### config.mk
export PLATFORM = sky130hd
export DESIGN_NAME = table_token_argmax_decoder_top
export DESIGN_NICKNAME = d
export VERILOG_FILES = /design/src/hw/rtl/ttad_pkg.sv /design/src/hw/rtl/ttad_queue.sv /design/src/hw/rtl/ttad_scale.sv /design/src/hw/rtl/ttad_front.sv /design/src/hw/rtl/ttad_back.sv /design/src/hw/rtl/table_token_argmax_decoder_top.sv
export SDC_FILE = /design/constraint.sdc
export NUM_CORES = 2
export LEC_CHECK = 0
export BUFFER_PORTS_ARGS = -buffer_cell sky130_fd_sc_hd__buf_2
export CORE_ASPECT_RATIO = 0.75
export CORE_MARGIN = 8
export CORE_UTILIZATION = 65
export CTS_CLUSTER_SIZE = 20
export DETAILED_ROUTE_END_ITERATION = 12
export PLACE_DENSITY = 0.84
export SLEW_MARGIN = 40
export SYNTH_ARGS = -nofsm -noshare
export SYNTH_HDL_FRONTEND = slang
export SYNTH_SLANG_ARGS = --single-unit
### constraint.sdc
create_clock -name clk -period 26.4 [get_ports clk]
set_input_delay 2.64 -clock clk [delete_from_list [all_inputs] [get_ports clk]]
set_output_delay 2.64 -clock clk [all_outputs]
set_load 0.005 [all_outputs]
### src/hw/rtl/ttad_pkg.sv
package ttad_pkg;

  // Fixed field widths
  localparam int PROB_W   = 16;
  localparam int TOK_W    = 6;
  localparam int DIM_W    = 13;
  localparam int SCALE_W  = 32;
  localparam int NUM_LOC  = 8;
  localparam int CFG_AW   = 6;
  localparam int CFG_DW   = 64;
  localparam int MASK_W   = 64;

  // Score accumulation: up to MAX_STEPS probabilities are summed
  localparam int MAX_STEPS = 1024;
  localparam int SC_W      = 11;
  localparam int SUM_W     = 26;

  // Default vocabulary size
  localparam int VOCAB_DEF = 64;

  // Queue between front and back
  localparam int Q_DEPTH = 2;

  // Register indexes (paddr[5:3])
  localparam logic [2:0] REG_PW    = 3'd0;
  localparam logic [2:0] REG_PH    = 3'd1;
  localparam logic [2:0] REG_OW    = 3'd2;
  localparam logic [2:0] REG_OH    = 3'd3;
  localparam logic [2:0] REG_START = 3'd4;
  localparam logic [2:0] REG_END   = 3'd5;
  localparam logic [2:0] REG_MASK  = 3'd6;

  typedef logic [NUM_LOC-1:0][PROB_W-1:0] loc_vec_t;

  // One decided row, as handed from front to back
  typedef struct packed {
    logic             tok;
    logic [TOK_W-1:0] idx;
    logic             cell_hit;
    loc_vec_t         loc;
    logic             done;
    logic [SUM_W-1:0] sum;
    logic [SC_W-1:0]  cnt;
  } ent_t;

  // Status seen by the front
  typedef struct packed {
    logic q_full;
    logic q_empty;
    logic back_idle;
    logic scale_busy;
  } fctl_t;

  // A zero size counts as one
  function automatic logic [DIM_W-1:0] nz(input logic [DIM_W-1:0] v);
    nz = (v == '0) ? DIM_W'(1) : v;
  endfunction

endpackage

### src/hw/rtl/ttad_queue.sv
module ttad_queue (
  input  logic           clk,
  input  logic           rst_n,
  input  logic           push,
  input  ttad_pkg::ent_t din,
  input  logic           pop,
  output ttad_pkg::ent_t dout,
  output logic           full,
  output logic           empty
);
  import ttad_pkg::*;

  localparam int PTR_W = (Q_DEPTH > 1) ? $clog2(Q_DEPTH) : 1;
  localparam int CNT_W = $clog2(Q_DEPTH + 1);

  ent_t             mem_r [Q_DEPTH];
  logic [PTR_W-1:0] wp_r, rp_r;
  logic [CNT_W-1:0] cnt_r;

  assign full  = (cnt_r == CNT_W'(Q_DEPTH));
  assign empty = (cnt_r == '0);
  assign dout  = mem_r[rp_r];

  // Storage, no reset needed
  always_ff @(posedge clk) begin
    if (push) begin
      mem_r[wp_r] <= din;
    end
  end

  // Pointers and fill count
  always_ff @(posedge clk) begin
    if (!rst_n) begin
      wp_r  <= '0;
      rp_r  <= '0;
      cnt_r <= '0;
    end else begin
      if (push) begin
        wp_r <= (wp_r == PTR_W'(Q_DEPTH - 1)) ? '0 : wp_r + 1'b1;
      end
      if (pop) begin
        rp_r <= (rp_r == PTR_W'(Q_DEPTH - 1)) ? '0 : rp_r + 1'b1;
      end
      if (push && !pop) begin
        cnt_r <= cnt_r + 1'b1;
      end else if (pop && !push) begin
        cnt_r <= cnt_r - 1'b1;
      end
    end
  end

endmodule

### src/hw/rtl/ttad_scale.sv
module ttad_scale (
  input  logic                         clk,
  input  logic                         rst_n,
  input  logic                         start,
  input  logic [ttad_pkg::DIM_W-1:0]   pw,
  input  logic [ttad_pkg::DIM_W-1:0]   ph,
  input  logic [ttad_pkg::DIM_W-1:0]   ow,
  input  logic [ttad_pkg::DIM_W-1:0]   oh,
  output logic                         busy,
  output logic [ttad_pkg::SCALE_W-1:0] even_scale,
  output logic [ttad_pkg::SCALE_W-1:0] odd_scale
);
  import ttad_pkg::*;

  localparam int PROD_W = 2 * DIM_W;
  localparam int NUM_W  = PROD_W + 16;
  localparam int IT_W   = $clog2(NUM_W);

  typedef enum logic [3:0] {
    SC_IDLE = 4'b0001,
    SC_MUL  = 4'b0010,
    SC_SEL  = 4'b0100,
    SC_DIV  = 4'b1000
  } sc_state_t;

  sc_state_t          state_r;
  logic [DIM_W-1:0]   pw_r, ph_r, ow_r, oh_r;
  logic [PROD_W-1:0]  p1_r, p2_r;
  logic [NUM_W-1:0]   num_r, q_r, q_nxt;
  logic [DIM_W-1:0]   den_r, rem_r, rem_nxt;
  logic [DIM_W:0]     rem_t;
  logic               ge;
  logic [IT_W-1:0]    it_r;
  logic               to_even_r;
  logic [SCALE_W-1:0] even_r, odd_r, res;

  assign busy       = (state_r != SC_IDLE);
  assign even_scale = even_r;
  assign odd_scale  = odd_r;

  // One restoring division step
  always_comb begin
    rem_t   = {rem_r, num_r[NUM_W-1]};
    ge      = (rem_t >= {1'b0, den_r});
    rem_nxt = ge ? DIM_W'(rem_t - {1'b0, den_r}) : rem_t[DIM_W-1:0];
    q_nxt   = {q_r[NUM_W-2:0], ge};
    res     = (q_nxt[NUM_W-1:SCALE_W] != '0) ? '1 : q_nxt[SCALE_W-1:0];
  end

  always_ff @(posedge clk) begin
    if (!rst_n) begin
      state_r <= SC_IDLE;
      even_r  <= '0;
      odd_r   <= '0;
    end else begin
      unique case (state_r)
        SC_IDLE: begin
          if (start) begin
            pw_r    <= nz(pw);
            ph_r    <= nz(ph);
            ow_r    <= nz(ow);
            oh_r    <= nz(oh);
            state_r <= SC_MUL;
          end
        end
        SC_MUL: begin
          p1_r    <= PROD_W'(pw_r * oh_r);
          p2_r    <= PROD_W'(ph_r * ow_r);
          state_r <= SC_SEL;
        end
        SC_SEL: begin
          // Fit the tighter side; the other scale is a plain shift
          if (p1_r <= p2_r) begin
            num_r     <= {p2_r, 16'b0};
            den_r     <= pw_r;
            to_even_r <= 1'b1;
            odd_r     <= SCALE_W'({ow_r, 16'b0});
          end else begin
            num_r     <= {p1_r, 16'b0};
            den_r     <= ph_r;
            to_even_r <= 1'b0;
            even_r    <= SCALE_W'({oh_r, 16'b0});
          end
          rem_r   <= '0;
          q_r     <= '0;
          it_r    <= '0;
          state_r <= SC_DIV;
        end
        SC_DIV: begin
          rem_r <= rem_nxt;
          q_r   <= q_nxt;
          num_r <= num_r << 1;
          it_r  <= it_r + 1'b1;
          if (it_r == IT_W'(NUM_W - 1)) begin
            if (to_even_r) begin
              even_r <= res;
            end else begin
              odd_r <= res;
            end
            state_r <= SC_IDLE;
          end
        end
        default: state_r <= SC_IDLE;
      endcase
    end
  end

endmodule

### src/hw/rtl/ttad_front.sv
module ttad_front #(
  parameter int VOCAB_SIZE = ttad_pkg::VOCAB_DEF
) (
  input  logic                        clk,
  input  logic                        rst_n,
  input  logic                        in_valid,
  output logic                        in_stall,
  input  logic [ttad_pkg::PROB_W-1:0] in_prob,
  input  logic                        in_row_end,
  input  logic                        in_seq_end,
  input  ttad_pkg::loc_vec_t          in_loc,
  input  logic [ttad_pkg::TOK_W-1:0]  start_token,
  input  logic [ttad_pkg::TOK_W-1:0]  end_token,
  input  logic [ttad_pkg::MASK_W-1:0] cell_mask,
  input  ttad_pkg::fctl_t             ctl,
  output logic                        scale_start,
  output logic                        q_push,
  output ttad_pkg::ent_t              q_data
);
  import ttad_pkg::*;

  localparam int CNT_W = $clog2(VOCAB_SIZE);

  logic [PROB_W-1:0] best_r, best_nxt;
  logic [CNT_W-1:0]  bidx_r, bidx_nxt, cnt_r;
  logic              row_full_r, first_r, ended_r;
  logic [SUM_W-1:0]  sum_r, sum_nxt;
  logic [SC_W-1:0]   scnt_r, scnt_nxt;
  logic              new_seq, acc;
  logic [TOK_W-1:0]  idx;
  logic              is_start, is_end, tok, ends;

  // First element of a sequence waits until the back side has drained
  assign new_seq     = first_r && (cnt_r == '0) && !row_full_r;
  assign in_stall    = ctl.q_full ||
                       (new_seq && !(ctl.q_empty && ctl.back_idle && !ctl.scale_busy));
  assign acc         = in_valid && !in_stall;
  assign scale_start = acc && new_seq;

  // Running argmax, first maximum kept
  always_comb begin
    best_nxt = best_r;
    bidx_nxt = bidx_r;
    if (!row_full_r && ((cnt_r == '0) || (in_prob > best_r))) begin
      best_nxt = in_prob;
      bidx_nxt = cnt_r;
    end
  end

  // Row-end classification
  always_comb begin
    idx      = TOK_W'(bidx_nxt);
    is_start = (idx == start_token);
    is_end   = (idx == end_token);
    ends     = !ended_r && !first_r && is_end;
    tok      = !ended_r && !ends && !is_start && !is_end;
    sum_nxt  = sum_r;
    scnt_nxt = scnt_r;
    if (tok && (scnt_r < SC_W'(MAX_STEPS))) begin
      sum_nxt  = SUM_W'(sum_r + SUM_W'(best_nxt));
      scnt_nxt = scnt_r + 1'b1;
    end
  end

  assign q_push = acc && in_row_end && (tok || in_seq_end);

  always_comb begin
    q_data          = '0;
    q_data.tok      = tok;
    q_data.idx      = idx;
    q_data.cell_hit = cell_mask[idx];
    q_data.loc      = in_loc;
    q_data.done     = in_seq_end;
    q_data.sum      = sum_nxt;
    q_data.cnt      = scnt_nxt;
  end

  always_ff @(posedge clk) begin
    if (!rst_n) begin
      best_r     <= '0;
      bidx_r     <= '0;
      cnt_r      <= '0;
      row_full_r <= 1'b0;
      first_r    <= 1'b1;
      ended_r    <= 1'b0;
      sum_r      <= '0;
      scnt_r     <= '0;
    end else if (acc) begin
      best_r <= best_nxt;
      bidx_r <= bidx_nxt;
      if (!row_full_r) begin
        if (cnt_r == CNT_W'(VOCAB_SIZE - 1)) begin
          row_full_r <= 1'b1;
        end else begin
          cnt_r <= cnt_r + 1'b1;
        end
      end
      if (in_row_end) begin
        first_r    <= 1'b0;
        cnt_r      <= '0;
        row_full_r <= 1'b0;
        ended_r    <= ended_r | ends;
        sum_r      <= sum_nxt;
        scnt_r     <= scnt_nxt;
        if (in_seq_end) begin
          first_r <= 1'b1;
          ended_r <= 1'b0;
          sum_r   <= '0;
          scnt_r  <= '0;
        end
      end
    end
  end

endmodule

### src/hw/rtl/ttad_back.sv
module ttad_back (
  input  logic                         clk,
  input  logic                         rst_n,
  input  logic                         q_empty,
  input  ttad_pkg::ent_t               q_data,
  output logic                         q_pop,
  input  logic                         scale_busy,
  input  logic [ttad_pkg::SCALE_W-1:0] even_scale,
  input  logic [ttad_pkg::SCALE_W-1:0] odd_scale,
  output logic                         back_idle,
  output logic                         out_valid,
  input  logic                         out_stall,
  output logic [ttad_pkg::TOK_W-1:0]   out_token_index,
  output logic                         out_is_cell,
  output ttad_pkg::loc_vec_t           out_box,
  output logic [ttad_pkg::PROB_W-1:0]  out_mean_score,
  output logic                         out_done_res
);
  import ttad_pkg::*;

  localparam int K_W   = $clog2(NUM_LOC);
  localparam int IT_W  = $clog2(SUM_W);
  localparam int PRD_W = PROB_W + SCALE_W;

  typedef enum logic [4:0] {
    BK_IDLE = 5'b00001,
    BK_MUL  = 5'b00010,
    BK_TOK  = 5'b00100,
    BK_DIV  = 5'b01000,
    BK_SUM  = 5'b10000
  } bk_state_t;

  bk_state_t         state_r;
  ent_t              e_r;
  loc_vec_t          box_r;
  logic [K_W-1:0]    k_r;
  logic [PRD_W-1:0]  prod;
  logic [SUM_W-1:0]  dnum_r, dq_r, dq_nxt;
  logic [SC_W-1:0]   drem_r, drem_nxt;
  logic [SC_W:0]     drem_t;
  logic              dge;
  logic [IT_W-1:0]   dit_r;
  logic [PROB_W-1:0] mean_r;

  assign back_idle = (state_r == BK_IDLE);
  assign q_pop     = back_idle && !q_empty && !scale_busy;

  // One box value per cycle; the product bits above SCALE_W give the 16-bit box
  assign prod = PRD_W'(e_r.loc[k_r]) * PRD_W'(k_r[0] ? odd_scale : even_scale);

  // Mean divider step
  always_comb begin
    drem_t   = {drem_r, dnum_r[SUM_W-1]};
    dge      = (drem_t >= {1'b0, e_r.cnt});
    drem_nxt = dge ? SC_W'(drem_t - {1'b0, e_r.cnt}) : drem_t[SC_W-1:0];
    dq_nxt   = {dq_r[SUM_W-2:0], dge};
  end

  always_ff @(posedge clk) begin
    if (!rst_n) begin
      state_r <= BK_IDLE;
    end else begin
      unique case (state_r)
        BK_IDLE: begin
          if (q_pop) begin
            e_r    <= q_data;
            k_r    <= '0;
            dnum_r <= q_data.sum;
            drem_r <= '0;
            dq_r   <= '0;
            dit_r  <= '0;
            if (q_data.tok) begin
              state_r <= q_data.cell_hit ? BK_MUL : BK_TOK;
            end else begin
              state_r <= BK_DIV;
            end
          end
        end
        BK_MUL: begin
          box_r[k_r] <= prod[PRD_W-1:SCALE_W];
          k_r        <= k_r + 1'b1;
          if (k_r == K_W'(NUM_LOC - 1)) begin
            state_r <= BK_TOK;
          end
        end
        BK_TOK: begin
          if (!out_stall) begin
            state_r <= e_r.done ? BK_DIV : BK_IDLE;
          end
        end
        BK_DIV: begin
          drem_r <= drem_nxt;
          dq_r   <= dq_nxt;
          dnum_r <= dnum_r << 1;
          dit_r  <= dit_r + 1'b1;
          if (dit_r == IT_W'(SUM_W - 1)) begin
            mean_r  <= (e_r.cnt == '0) ? '0 : dq_nxt[PROB_W-1:0];
            state_r <= BK_SUM;
          end
        end
        BK_SUM: begin
          if (!out_stall) begin
            state_r <= BK_IDLE;
          end
        end
        default: state_r <= BK_IDLE;
      endcase
    end
  end

  // Result payload, zero where a field does not apply
  assign out_valid       = (state_r == BK_TOK) || (state_r == BK_SUM);
  assign out_token_index = (state_r == BK_TOK) ? e_r.idx : '0;
  assign out_is_cell     = (state_r == BK_TOK) && e_r.cell_hit;
  assign out_box         = ((state_r == BK_TOK) && e_r.cell_hit) ? box_r : '0;
  assign out_mean_score  = (state_r == BK_SUM) ? mean_r : '0;
  assign out_done_res    = (state_r == BK_SUM);

endmodule

### src/hw/rtl/table_token_argmax_decoder_top.sv
// Greedy argmax decoder for table-structure token rows.
// Input channel (in_*): one probability per transaction; in_row_end marks the
// last element of a step row, in_seq_end with it closes the sequence. Box
// predictions in_loc_* are sampled on the row-end transaction.
// Output channel (out_*): one transaction per emitted token (index, cell flag,
// eight scaled boxes, zero unless a cell token), then a summary transaction
// (out_done_res) with the mean winning score when a sequence closes.
// Throughput: one element per cycle inside a row while the queue is not full.
// The first element of each sequence waits until earlier results have
// drained, then starts the scale divider (one quotient bit per cycle) that
// holds off results of the new sequence. A cell token passes through the
// shared 16x32 box multiplier, a summary through the mean divider. A two-entry
// queue between front and back keeps rows flowing while the back side works.
// Receiver stall holds the result; the queue then fills and in_stall rises.
// Reset (rst_n, synchronous) restores register defaults and starts a new
// sequence. The user must write the APB port (pready always high) only when
// idle; the block itself does not enforce this.
module table_token_argmax_decoder_top #(
  parameter int VOCAB_SIZE = ttad_pkg::VOCAB_DEF
) (
  input  logic                        clk,
  input  logic                        rst_n,
  input  logic                        in_valid,
  output logic                        in_stall,
  input  logic [ttad_pkg::PROB_W-1:0] in_prob,
  input  logic                        in_row_end,
  input  logic                        in_seq_end,
  input  logic [ttad_pkg::PROB_W-1:0] in_loc_0,
  input  logic [ttad_pkg::PROB_W-1:0] in_loc_1,
  input  logic [ttad_pkg::PROB_W-1:0] in_loc_2,
  input  logic [ttad_pkg::PROB_W-1:0] in_loc_3,
  input  logic [ttad_pkg::PROB_W-1:0] in_loc_4,
  input  logic [ttad_pkg::PROB_W-1:0] in_loc_5,
  input  logic [ttad_pkg::PROB_W-1:0] in_loc_6,
  input  logic [ttad_pkg::PROB_W-1:0] in_loc_7,
  output logic                        out_valid,
  input  logic                        out_stall,
  output logic [ttad_pkg::TOK_W-1:0]  out_token_index,
  output logic                        out_is_cell,
  output logic [ttad_pkg::PROB_W-1:0] out_box_0,
  output logic [ttad_pkg::PROB_W-1:0] out_box_1,
  output logic [ttad_pkg::PROB_W-1:0] out_box_2,
  output logic [ttad_pkg::PROB_W-1:0] out_box_3,
  output logic [ttad_pkg::PROB_W-1:0] out_box_4,
  output logic [ttad_pkg::PROB_W-1:0] out_box_5,
  output logic [ttad_pkg::PROB_W-1:0] out_box_6,
  output logic [ttad_pkg::PROB_W-1:0] out_box_7,
  output logic [ttad_pkg::PROB_W-1:0] out_mean_score,
  output logic                        out_done_res,
  input  logic                        psel,
  input  logic                        penable,
  input  logic                        pwrite,
  input  logic [ttad_pkg::CFG_AW-1:0] paddr,
  input  logic [ttad_pkg::CFG_DW-1:0] pwdata,
  output logic [ttad_pkg::CFG_DW-1:0] prdata,
  output logic                        pready
);
  import ttad_pkg::*;

  logic [DIM_W-1:0]   pw_r, ph_r, ow_r, oh_r;
  logic [TOK_W-1:0]   start_r, end_r;
  logic [MASK_W-1:0]  mask_r;
  logic               wr_en;
  logic [2:0]         reg_idx;
  loc_vec_t           in_loc, out_box;
  fctl_t              fctl;
  ent_t               q_din, q_dout;
  logic               q_push, q_pop, q_full, q_empty;
  logic               scale_start, scale_busy, back_idle;
  logic [SCALE_W-1:0] even_scale, odd_scale;

  // Register file
  assign pready  = 1'b1;
  assign wr_en   = psel && penable && pwrite;
  assign reg_idx = paddr[5:3];

  always_ff @(posedge clk) begin
    if (!rst_n) begin
      pw_r    <= DIM_W'(512);
      ph_r    <= DIM_W'(512);
      ow_r    <= DIM_W'(512);
      oh_r    <= DIM_W'(512);
      start_r <= TOK_W'(0);
      end_r   <= TOK_W'(1);
      mask_r  <= '0;
    end else if (wr_en) begin
      unique case (reg_idx)
        REG_PW:    pw_r    <= pwdata[DIM_W-1:0];
        REG_PH:    ph_r    <= pwdata[DIM_W-1:0];
        REG_OW:    ow_r    <= pwdata[DIM_W-1:0];
        REG_OH:    oh_r    <= pwdata[DIM_W-1:0];
        REG_START: start_r <= pwdata[TOK_W-1:0];
        REG_END:   end_r   <= pwdata[TOK_W-1:0];
        REG_MASK:  mask_r  <= pwdata;
        default: ;
      endcase
    end
  end

  always_comb begin
    unique case (reg_idx)
      REG_PW:    prdata = CFG_DW'(pw_r);
      REG_PH:    prdata = CFG_DW'(ph_r);
      REG_OW:    prdata = CFG_DW'(ow_r);
      REG_OH:    prdata = CFG_DW'(oh_r);
      REG_START: prdata = CFG_DW'(start_r);
      REG_END:   prdata = CFG_DW'(end_r);
      REG_MASK:  prdata = mask_r;
      default:   prdata = '0;
    endcase
  end

  assign in_loc = {in_loc_7, in_loc_6, in_loc_5, in_loc_4,
                   in_loc_3, in_loc_2, in_loc_1, in_loc_0};

  assign fctl.q_full     = q_full;
  assign fctl.q_empty    = q_empty;
  assign fctl.back_idle  = back_idle;
  assign fctl.scale_busy = scale_busy;

  ttad_front #(.VOCAB_SIZE(VOCAB_SIZE)) u_front (
    .clk         (clk),
    .rst_n       (rst_n),
    .in_valid    (in_valid),
    .in_stall    (in_stall),
    .in_prob     (in_prob),
    .in_row_end  (in_row_end),
    .in_seq_end  (in_seq_end),
    .in_loc      (in_loc),
    .start_token (start_r),
    .end_token   (end_r),
    .cell_mask   (mask_r),
    .ctl         (fctl),
    .scale_start (scale_start),
    .q_push      (q_push),
    .q_data      (q_din)
  );

  ttad_scale u_scale (
    .clk        (clk),
    .rst_n      (rst_n),
    .start      (scale_start),
    .pw         (pw_r),
    .ph         (ph_r),
    .ow         (ow_r),
    .oh         (oh_r),
    .busy       (scale_busy),
    .even_scale (even_scale),
    .odd_scale  (odd_scale)
  );

  ttad_queue u_queue (
    .clk   (clk),
    .rst_n (rst_n),
    .push  (q_push),
    .din   (q_din),
    .pop   (q_pop),
    .dout  (q_dout),
    .full  (q_full),
    .empty (q_empty)
  );

  ttad_back u_back (
    .clk             (clk),
    .rst_n           (rst_n),
    .q_empty         (q_empty),
    .q_data          (q_dout),
    .q_pop           (q_pop),
    .scale_busy      (scale_busy),
    .even_scale      (even_scale),
    .odd_scale       (odd_scale),
    .back_idle       (back_idle),
    .out_valid       (out_valid),
    .out_stall       (out_stall),
    .out_token_index (out_token_index),
    .out_is_cell     (out_is_cell),
    .out_box         (out_box),
    .out_mean_score  (out_mean_score),
    .out_done_res    (out_done_res)
  );

  assign out_box_0 = out_box[0];
  assign out_box_1 = out_box[1];
  assign out_box_2 = out_box[2];
  assign out_box_3 = out_box[3];
  assign out_box_4 = out_box[4];
  assign out_box_5 = out_box[5];
  assign out_box_6 = out_box[6];
  assign out_box_7 = out_box[7];

  // Queue never written when full
  a_no_overflow: assert property (@(posedge clk) disable iff (!rst_n)
    q_push |-> !q_full)
    else $error("queue written while full");

  // Back side never starts a row while scales are being computed
  a_pop_scales_ready: assert property (@(posedge clk) disable iff (!rst_n)
    q_pop |-> !scale_busy)
    else $error("row popped during scale computation");

  // A new sequence starts only with the back side drained
  a_start_drained: assert property (@(posedge clk) disable iff (!rst_n)
    scale_start |-> (q_empty && back_idle && !out_valid))
    else $error("scale restart with results pending");

endmodule
Yosys cells after proc, flatten, opt, wreduce, memory -nomap -nowiden
Memories as Yosys holds them, arrays and structs flattened. A register that Yosys moved wholly into a read port is not among the register bits.
Cells that the tools add are included.
Operators by class
  $add $sub $neg: 12
  multipliers: 3
  magnitude comparators: 8
  equal/unequal tests: 36
  multiplexer cells: 74
  bitwise operators: 1
  reductions and logical operators: 75
Operators by type and width (count)
  case mux 64 bit (7 select lines): 1
  2-to-1 mux 32 bit: 8
  bitwise mux 128 bit: 1
  2-to-1 mux 128 bit: 1
  case mux 32 bit (2 select lines): 2
  case mux 42 bit (2 select lines): 1
  case mux 41 bit (2 select lines): 1
  2-to-1 mux 26 bit: 3
  2-to-1 mux 16 bit: 4
  logical NOT 13 bit: 4
  multiplier 13 x 13 -> 26 bit: 2
  case mux 26 bit (2 select lines): 1
  binary-select mux 16 bit (select 3 bit): 1
  demux 16 bit (select 3 bit): 1
  multiplier 16 x 48 -> 48 bit: 1
  2-to-1 mux 11 bit: 4
  2-to-1 mux 42 bit: 1
  2-to-1 mux 5 bit: 7
  2-to-1 mux 6 bit: 5
  case mux 15 bit (2 select lines): 1
  adder 26 x 16 -> 26 bit: 1
  <= comparator 26 bit: 1
  2-to-1 mux 13 bit: 2
  case mux 13 bit (2 select lines): 1
  other kinds (60): 154
Storage, ports and cells
  register bits: 844
  RAM bits: 348
  memories kept: 1
Memories
  u_queue.mem_r: words 2, bits a word 174, read ports 1, clocked after Yosys merged registers in 1, write ports 1, RTL line ttad_queue.sv:16  | ent_t mem_r [Q_DEPTH];

Depth between registers and ports, before layout
  depth after elaboration: 16
  depth in mapped cells: 31

By module
A second synthesis with hierarchy kept.
Unflattened totals
  cells, all modules: 7188
  area, all modules: 78440.2 um2
Modules (own cells, without submodules)
  ttad_back: times used 1, cells each 2766, area an instance 30122.6 um2, seq. area each 10640.2 um2
  ttad_scale: times used 1, cells each 2359, area an instance 23003.3 um2, seq. area each 7487.2 um2
  ttad_queue: times used 1, cells each 563, area an instance 12834.8 um2, seq. area each 10550.1 um2
  ttad_front: times used 1, cells each 863, area an instance 6618.8 um2, seq. area each 1361.3 um2
  table_token_argmax_decoder_top: times used 1, cells each 637, area an instance 5860.6 um2, seq. area each 2562.5 um2

Worst setup path after synthesis
OpenSTA, ideal clock, no wires.
  path type: input -> register
  start: input in_prob[5] (netlist bit)
  end: memory u_queue.mem_r[1][0] (netlist bit) (enable)
  library setup time: 0.957 ns
  arrival: 17.538 ns
  required time: 25.443 ns
  path slack: 7.905 ns
  stages on the path: 12
  path buffers: 1
  cell sequence: ha_1 > a21oi_1 > o221ai_1 > o2bb2ai_1 > o41ai_4 > buf_6 > nor4_2 > a221oi_2 > o41ai_4 > nor2_1 > nor2_1 > nor3b_1
RTL lines
  start: declaration: RTL line table_token_argmax_decoder_top.sv:25  | input logic [ttad_pkg::PROB_W-1:0] in_prob,
  end: declaration: RTL line ttad_queue.sv:16

Worst setup path after layout
  start: register u_back.k_r[0]
  end: register u_back.box_r[79] (netlist bit) (data pin)
On the way
  elaborated cells on any way between the ends: 10
RTL lines
  start: declaration: RTL line ttad_back.sv:36  | logic [K_W-1:0] k_r;
  start signal: assignment: RTL line ttad_back.sv:81  | k_r <= k_r + 1'b1;
  binary-select mux 16 bit (select 3 bit): RTL line ttad_back.sv:49  | assign prod = PRD_W'(e_r.loc[k_r]) * PRD_W'(k_r[0] ? odd_scale : even_scale);
  2-to-1 mux 16 bit (not written as such): RTL line ttad_back.sv:49
  multiplier 16 x 48 -> 48 bit *: RTL line ttad_back.sv:49
  net u_back.prod[47]: RTL line ttad_back.sv:37  | logic [PRD_W-1:0] prod;
  bitwise mux 128 bit *: RTL line ttad_back.sv:80  | box_r[k_r] <= prod[PRD_W-1:SCALE_W];
  end signal: indexed assignment: RTL line ttad_back.sv:80
  end: declaration: RTL line ttad_back.sv:35  | loc_vec_t box_r;
The timed path passes the listed nets; every way through them passes the cells marked *. The select of a mux whose other input is x is not followed.
A chain may end at the register's enable or synchronous reset.

==> results.md <==
* Die W at slightly above 400 um
* Half-perimeter wire length after placement at ~140,000 um
* Final antenna-violating net count at 0
* All-Layer GR Usage at about 30%
* Vias in the first global route at between 50,000 and 60,000
* CP max FO at 60
* PortBufs at roughly 440
* Main combinational cell family by area after synthesis: adder cells
* Syn Nets at roughly 8,100
* CTS Buf Count at between 100 and 150
* Initial DRC Count at 5,928
* Worst Max-Slew Pin Slew at 961 ps
* Max Clock Freq at approximately 90 MHz
* Compound-gate portion of the synthesized area at roughly 6.2%
* Initial Utilization at approximately 65%
* Pins Over Slew Limit at 0
* Post-CTS sizing at 0
* Count leader, synth: nand2_1
* DR vias/cell at roughly 6.1
* Sequential cell area at between 0.03 and 0.04 mm^2
* Post-synth EDFFs at around 900
* Final period util at between 40% and 50%
* Routability Congestion at slightly below 1
* DIE AREA at approximately 0.13 mm^2
* Pleak at around 35 nW
* Worst R2R Setup Slack at approximately 15,000 ps
* Final WL at 194,000 um
* Worst hold path class: register to register
* Drt drc at 0
* Fraction of registers with async set/reset at 0%
* Cell taking the most area after synthesis: edfxtp_1
* Iteration count of the initial detailed-routing pass at 9
* YS warnings at 0
* Unrepaired setup endpoints after global routing: no
* Post-synthesis mux area share at 6.56%
* Slowest cell on the critical path: buf_4
* Final Critical Period at about 11,000 ps
* Post-Synth Adder-Cell Area at 23.4%
* Status: completed
* PwrDens at ~100 mW/mm^2
* Synth Cell Area at 0.0755 mm^2
* TritonCTS clock tree: built
* Area post-placement at ~0.08 mm^2
* Synth cell count leaders: 936 x nand2_1, 903 x edfxtp_1, 848 x inv_1, 662 x fa_1, 453 x nor2_1
* Layout filler cell count at about 7,700
* Crit. End Element: register
* GR Util met1 at 40.3%
* Max incr delay on CP at between 700 and 800 ps
* Startpoint Class: register
* Synth top area share at between 30% and 40%
* Cell count after synthesis at 6,815
* Row Count at ~110
* Clock slew seen by the registers of the worst setup and hold paths at about 70 ps
* Grt peak-use layer: met2
* CP Data Required Time at between 20,000 and 30,000 ps
* Worst IR Drop VDD at approximately 0.23 mV
* Num Clock Sinks at around 1,200
* Initial antenna violation count at 25
* First-pass GRT wire length at approximately 300,000 um
* Family with the most delay on the worst path: adder cells
* Met2 GRT Util at about half
* Final setup fails at 0
* Syn avg cell area at approximately 11 um^2
* Final Hold Fails at 0
* Skew final at 90.9 ps
* Max cap viols at 0
* Root Driver: clkbuf_16
* Met3 Resource Use GR at a little over 7%
* Critical path's most frequent cell: fa_1
* Setup CP Type: register to register
* Post-Synth XOR/XNOR Area at 1.53%
* GRT Residual Overflow at 0
* Pin count of the biggest net entering global routing at 150
* Bufs and invs on worst path at 9
* Dominant cells by area after synthesis: edfxtp_1 36%, fa_1 18%, dfxtp_1 7.3%
* Cell variety after synth at 91
* Layout cells sized above 1 at roughly 14%
* Io pins at between 400 and 500
* Vias at 53,000
* Worst skew pair latency at between 700 and 800 ps
* Maximum root-to-sink buffer count at 3
* Final instance area at between 0.08 and 0.09 mm^2
* Register bit total from synthesis at 1,177
* # nets final at 8,302
* Synth Flop Type: edfxtp_1
* DIE HEIGHT at 311 um
* Synth Area in Simple Gates at between 10 and 15%
* Slew headroom at between 30% and 40%
* WL/cell at roughly 22 um
* Htree depth at 3
* Register area share after synthesis at between 40% and 50%
* Post-CTS Setup Inserts at 0
* Core ar. at roughly 0.12 mm^2
* CTS Hold Buffers Added at 0
* Area taken by multi-input logic gates at 0.0386 mm^2
* Worst EP arrival at 11,520 ps
* Final TNS setup at 0 ps
* Syn-to-layout area delta at 10.1%
-- worst min-delay path, stage by stage, from the launching register on --
cell and delay [ps]:
dfxtp_1 320, nand2_1 50, a21oi_1 50
-- cell usage in the layout, fill, tap and decap left out, types with 68 or more instances in the layout --
cell type,netlist,routed
and2_1,310,310
clkbuf_16,0,113
edfxtp_1,903,903
and3_1,154,151
mux2i_1,185,176
nor2_1,453,449
fa_1,662,662
nand2_1,936,934
o21ai_0,116,116
buf_2,7,438
inv_1,848,847
dfxtp_1,274,273
xnor2_1,74,68
a21oi_1,249,247
mux2_2,220,220
a211oi_1,84,83
ha_1,351,351
-- registers in the layout, indices dropped and copies added, names as in the netlist, 15 cells and up, named ones only --
register,count
mask_r,64
u_back.box_r,128
u_back.dnum_r,26
u_back.dq_r,15
u_back.e_r,147
u_back.mean_r,16
u_front.best_r,16
u_front.sum_r,26
u_queue.mem_r,348
u_scale.even_scale,32
u_scale.num_r,26
u_scale.odd_scale,32
u_scale.p1_r,26
u_scale.p2_r,26
u_scale.q_r,41
-- per-layer routing --
layer	vias up	wire length [um]
met3	521	20100
met5	-	40
met2	2905	92300
met4	6	6330
met1	26300	75100
li1	23300	-
-- metrics by stage --
| stage | cells | worst slack (ps) | hold WS, ps | power [mW] | util (%) |
|---|---|---|---|---|---|
| after floorplan | 6815 | 7910 | 437 | 5.66 | - |
| after global placement | 8485 | 15420 | 448 | 6.45 | 68.3 |
| after detailed placement | 8491 | 15500 | 456 | 6.65 | 68.5 |
| after CTS | 8698 | 15260 | 468 | 8.39 | 71.8 |
| after global routing | 8713 | 14860 | 487 | 8.98 | 72.0 |
| final | 8717 | 15250 | 469 | 8.43 | 72.0 |
-- cell type report --
| cell class | instances | area share [%] |
|---|---|---|
| Sequential cell | 1177 | 39.3 |
| Clock inverter | 67 | 1.06 |
| Inverter | 851 | 3.85 |
| Multi-Input combinational cell | 4415 | 46.4 |
| Tap cell | 1540 | 2.32 |
| Timing Repair Buffer | 510 | 3.44 |
| Antenna cell | 17 | 0.0512 |
| Clock buffer | 140 | 3.60 |
-- report_power, final --
part | internal [mW] | switching [mW] | total (mW)
sequential | 2.41 | 0.147 | 2.56
clock | 0.958 | 0.734 | 1.69
combinational | 1.73 | 2.44 | 4.18
-- kinds of logic (layout without fill, tap and decap cells) --
family,count (synthesis),in the layout
muxes,440,440
buffers and inverters,1223,1568
other,1,18
and+or+nand+nor,2117,2117
AOI/OAI and AO/OA,714,714
xor gates and xnor gates,130,130
DFF,1177,1177
adders and majority gates,1013,1013
-- worst paths after layout --
check                                   start                to  cells after the start
worst max-delay path            u_back.k_r[0]  u_back.box_r[79]                     29
worst min register to register     mask_r[54]        mask_r[54]                      2
worst min-delay path               mask_r[54]        mask_r[54]                      2
worst max register to register  u_back.k_r[0]  u_back.box_r[79]                     29
Note: power is estimated with default switching activity, not from simulation.
